<file path="config.mk">
export PLATFORM = sky130hd
export DESIGN_NAME = q2e_sqrt_cell
export DESIGN_NICKNAME = d
export VERILOG_FILES = /design/src/rtl/q2e_pkg.sv /design/src/rtl/q2e_sqrt_cell.sv
export SDC_FILE = /design/constraint.sdc
export NUM_CORES = 1
export LEC_CHECK = 0
export ABC_AREA = 0
export ABC_CLOCK_PERIOD_IN_PS = 10300
export BUFFER_PORTS_ARGS = -buffer_cell sky130_fd_sc_hd__buf_2
export CAP_MARGIN = 0
export CORE_AREA = 5 5 210 212
export CTS_CLUSTER_SIZE = 40
export DETAILED_ROUTE_END_ITERATION = 6
export DIE_AREA = 0 0 215 217
export GPL_TIMING_DRIVEN = 0
export PLACE_DENSITY = 0.67
export SYNTH_ARGS = -nofsm -noshare
export SYNTH_HDL_FRONTEND = slang
export SYNTH_SLANG_ARGS = --single-unit
</file>
<file path="constraint.sdc">
create_clock -name clk -period 10.3 [get_ports clk]
set_input_delay 1.03 -clock clk [delete_from_list [all_inputs] [get_ports clk]]
set_output_delay 1.03 -clock clk [all_outputs]
set_load 0.05 [all_outputs]
</file>
<file path="src/rtl/q2e_pkg.sv">
`default_nettype none
package q2e_pkg;

  // input component width, Q1.15
  localparam int Q_W = 16;
  // product of two components, Q2.30
  localparam int P_W = 32;
  // singularity test and its double
  localparam int T_W = 34;
  // clamped asin argument, range -2^30..2^30
  localparam int S_W = 32;
  // atan2 operand vectors before normalization
  localparam int VEC_W = 35;
  // CORDIC datapath width
  localparam int CW = 45;
  // angle accumulator, degrees times 65536
  localparam int ANG_W = 26;
  // rounding datapath, holds twice an angle
  localparam int RND_W = 28;
  // square root remainder and root
  localparam int SQ_W = 62;
  localparam int ROOT_W = 31;
  localparam int THR_W = 15;

  localparam int NORM_STEPS = 6;
  localparam int CORDIC_STEPS = 20;
  localparam int SQRT_STEPS = 31;
  // normalized magnitude lies in [2^(NORM_TOP-1), 2^NORM_TOP)
  localparam int NORM_TOP = 41;
  localparam int FRONT_LAT = 4;
  localparam int LANE_LAT = 1 + NORM_STEPS + CORDIC_STEPS;
  localparam int TOTAL_LAT = FRONT_LAT + SQRT_STEPS + LANE_LAT;

  localparam logic [THR_W-1:0] THR_RESET = 15'd16351;
  localparam logic signed [ANG_W-1:0] DEG180 = 26'sd11796480;
  localparam logic signed [15:0] PITCH_POLE = 16'sd11520;
  localparam logic signed [T_W-1:0] ONE_Q30 = 34'sd1073741824;

  typedef enum logic [1:0] {
    POLE_NONE  = 2'd0,
    POLE_NORTH = 2'd1,
    POLE_SOUTH = 2'd2
  } pole_t;

  typedef struct packed {
    logic                    zero;
    logic signed [CW-1:0]    x;
    logic signed [CW-1:0]    y;
    logic        [CW-1:0]    m;
    logic signed [ANG_W-1:0] ang;
  } cord_t;

  typedef struct packed {
    logic signed [S_W-1:0]   s;
    logic signed [VEC_W-1:0] yaw_y;
    logic signed [VEC_W-1:0] yaw_x;
    logic signed [VEC_W-1:0] roll_y;
    logic signed [VEC_W-1:0] roll_x;
    pole_t                   pole;
  } side_t;

  typedef struct packed {
    logic [SQ_W-1:0]   rem;
    logic [ROOT_W-1:0] q;
    side_t             side;
  } sqrt_t;

  // atan(2^-i) in degrees times 65536
  function automatic logic signed [ANG_W-1:0] atan_lut(input logic [4:0] idx);
    logic signed [ANG_W-1:0] v;
    case (idx)
      5'd0:  v = 26'sd2949120;
      5'd1:  v = 26'sd1740967;
      5'd2:  v = 26'sd919879;
      5'd3:  v = 26'sd466945;
      5'd4:  v = 26'sd234379;
      5'd5:  v = 26'sd117304;
      5'd6:  v = 26'sd58666;
      5'd7:  v = 26'sd29335;
      5'd8:  v = 26'sd14668;
      5'd9:  v = 26'sd7334;
      5'd10: v = 26'sd3667;
      5'd11: v = 26'sd1833;
      5'd12: v = 26'sd917;
      5'd13: v = 26'sd458;
      5'd14: v = 26'sd229;
      5'd15: v = 26'sd115;
      5'd16: v = 26'sd57;
      5'd17: v = 26'sd29;
      5'd18: v = 26'sd14;
      5'd19: v = 26'sd7;
      default: v = '0;
    endcase
    return v;
  endfunction

endpackage
`default_nettype wire

</file>
<file path="src/rtl/q2e_sqrt_cell.sv">
`default_nettype none
module q2e_sqrt_cell (
  input  wire logic            clk,
  input  wire logic            en,
  input  wire logic [4:0]      bpos,
  input  q2e_pkg::sqrt_t       d_in,
  output q2e_pkg::sqrt_t       d_out
);
  q2e_pkg::sqrt_t               d_r;
  q2e_pkg::sqrt_t               d_nxt;
  logic [q2e_pkg::SQ_W-1:0]     add;

  // try setting root bit bpos: subtract (2q + 2^b) * 2^b when it fits
  always_comb begin
    add = (q2e_pkg::SQ_W'(d_in.q) << (6'(bpos) + 6'd1))
        + (q2e_pkg::SQ_W'(1) << {bpos, 1'b0});
    d_nxt = d_in;
    if (d_in.rem >= add) begin
      d_nxt.rem = d_in.rem - add;
      d_nxt.q   = d_in.q | (q2e_pkg::ROOT_W'(1) << bpos);
    end
  end

  always_ff @(posedge clk) begin
    if (en) d_r <= d_nxt;
  end

  assign d_out = d_r;
endmodule
`default_nettype wire

</file>
==> metrics.txt <==
status finished clean; Synth async-reset ratio 0; Synth area leader edfxtp_1; hpwl dp 64,200 um; grt total ovfl 0; via count 17.54k; number of flops mapped to enable cells by yosys 267; peak supply drop around 0.00012 V; Yosys top cell area share 0.4361; Synth warnings 0; Final Power 4.252 mW; Sink Count 267; largest family of logic cells by synthesized area compound AO/OA/AOI/OAI gates; Syn Inst Count roughly 1.8k; crit path kind in2reg; worst slew pin tran between 0.9 and 1 ns; dpl ws -1.844 ns; FP Rows 75; Achievable Freq ~0.1 GHz; Avg Vias per Cell between 5 and 6; mean post-synth cell area about 10 um2; Data required, critical path 10.61 ns; Max Root-Sink Buffers 3; Post-Syn Area 0.01839 mm2; design area 0.02300 mm2; gpl congestion ~1.0; HP Class in2reg; Root Buffer clkbuf_16; CP peak stage delay 0.57 ns; Core Region between 0.04 and 0.05 mm2; Hold Fails Final Rpt 0; fin. max-slew vios 0; most frequent cells in the layout buf_2 (552), edfxtp_1 (267), nand2_1 (177); leakage 9.757 nW; Final WS setup slightly above 0.3 ns; ys flop type edfxtp_1; mux cell area share after synthesis 0.08118; number of max-cap violations 0; Min Hold Slack 0.6233 ns; WL per Instance 26.47 um; Num CTS Buffers 30; Hold Buf Count CTS 0; CTS clk-pin slew, worst paths 0.07 ns; initial antenna violation count 13; Routed WL a little under 80,000 um; unrepaired setup endpoints after global routing no; Synth Area in Simple Gates 0.1349; drt first pass iters 7; crit path max fanout 11; relative slew slack 0.3356; CP Capture Type register; pwr dens 184.8 mW/mm2; Die H 217 um; Die Width 215 um; IO Pins 541; commonest non-fill, non-tap cell in the layout buf_2; Synth Register Bits roughly 270; CTS tree done; post-synthesis adder-cell area fraction 0.06982; antenna viol nets, final 0; final net count 2,768; DIE AREA 0.04666 mm2; initial core utilization 0.4403; GRT Total Usage 0.3182; first-pass GRT wire length 113,100 um; max reg flops ~270; Starting DRT DRC Count 1,730; Synth area leaders edfxtp_1 (44%), ha_1 (6.9%), mux2i_1 (4.2%); Fill cells ~3.8k; Synth Area in Compound Gates 0.1890; register area share after synthesis 0.4361; Tcrit/Tclk final 0.9706; arrival time at the worst endpoint approximately 10 ns; Setup violations, final 0; vias in the first global route roughly 17k; post-synthesis xor/xnor area fraction 0.05655; largest net degree at the start of global routing ~110; # DRC 0; H-tree depth 1; IO buf count 539; syn_nets 2,192; critical path's slowest cell a2111oi_1; Startpoint Class primary input; synth-to-layout area growth 25.10%; Distinct cells, synth 89; min Tclk post-route 9.997 ns; area of placed instances about 0.022 mm2; proportion of layout cells with a drive suffix above 1 0.2984
per-layer routing:
layer	vias to the layer above	track usage	routed length (um)
met4	10	0.1048	3110
li1	8023	-	-
met1	8584	0.3963	31290
met2	784	0.5577	38150
met3	140	0.06392	5757
met5	-	0	64
synthesized netlist by cell type, drive strengths merged, types with 22 or more instances:
| cell | instances |
|---|---|
| ha | 101 |
| nor3 | 24 |
| edfxtp | 267 |
| mux2 | 38 |
| xor2 | 44 |
| buf | 35 |
| nand3 | 33 |
| a21o | 57 |
| o21bai | 27 |
| xnor2 | 73 |
| a21oi | 119 |
| nor2 | 172 |
| inv | 50 |
| o21ai | 126 |
| mux2i | 79 |
| nand4 | 26 |
| nand2b | 22 |
| nand2 | 177 |
| clkbuf | 52 |
repair_timing:
action	in CTS	in global routing
endpoints found under the setup margin	93	93
setup buffers	0	2
resized for setup	9	22
pin swaps	0	2
cells by family after synthesis:
group | count (synthesis)
AO/OA/AOI/OAI | 522
flip-flops | 267
buffers and inverters | 138
AND/OR/NAND/NOR | 541
multiplexers | 129
adder cells (fa/ha/maj) | 102
XOR/XNOR | 117
report_power, final:
group	switching, mW	total (mW)	internal [mW]
combinational	1.24	1.75	0.505
clock	0.469	1.12	0.655
sequential	0.0317	1.38	1.35
per-stage QoR:
step                        util  TNS (ns)  instances
after floorplan                -         0       1816
after global placement    0.5210   -277.38       2894
after detailed placement  0.5230   -132.32       2897
after CTS                 0.5487         0       2953
after global routing      0.5506         0       2957
final                     0.5508         0       2961
critical path, delay by kind of cell:
| family | cells | cell delay (ns) |
|---|---|---|
| AO/OA/AOI/OAI | 16 | 4.34 |
| adder cells (fa/ha/maj) | 3 | 0.97 |
| buffers and inverters | 12 | 2.50 |
| multiplexers | 1 | 0.15 |
| AND/OR/NAND/NOR | 6 | 1.25 |
area by class of cell:
| type | count | area [um2] | area share |
|---|---|---|---|
| Antenna cell | 6 | 15.01 | 0.0006527 |
| Buffer | 87 | 429.2 | 0.01866 |
| Clock buffer | 33 | 783.3 | 0.03405 |
| Clock inverter | 23 | 255.2 | 0.01110 |
| Inverter | 51 | 191.4 | 0.008322 |
| Multi-Input combinational cell | 1411 | 9834 | 0.4275 |
| Sequential cell | 267 | 8018 | 0.3486 |
| Tap cell | 539 | 674.4 | 0.02932 |
| Timing Repair Buffer | 544 | 2801 | 0.1218 |
worst paths after layout:
kind / start / depth (start not counted) / slack (ns) / end
setup / recovery: bpos[0] / 38 / 0.30 / d_out[223]$_DFFE_PP_
hold / removal: d_in[24] / 1 / 0.62 / d_out[24]$_DFFE_PP_
Power figures use the tool's default switching activity.
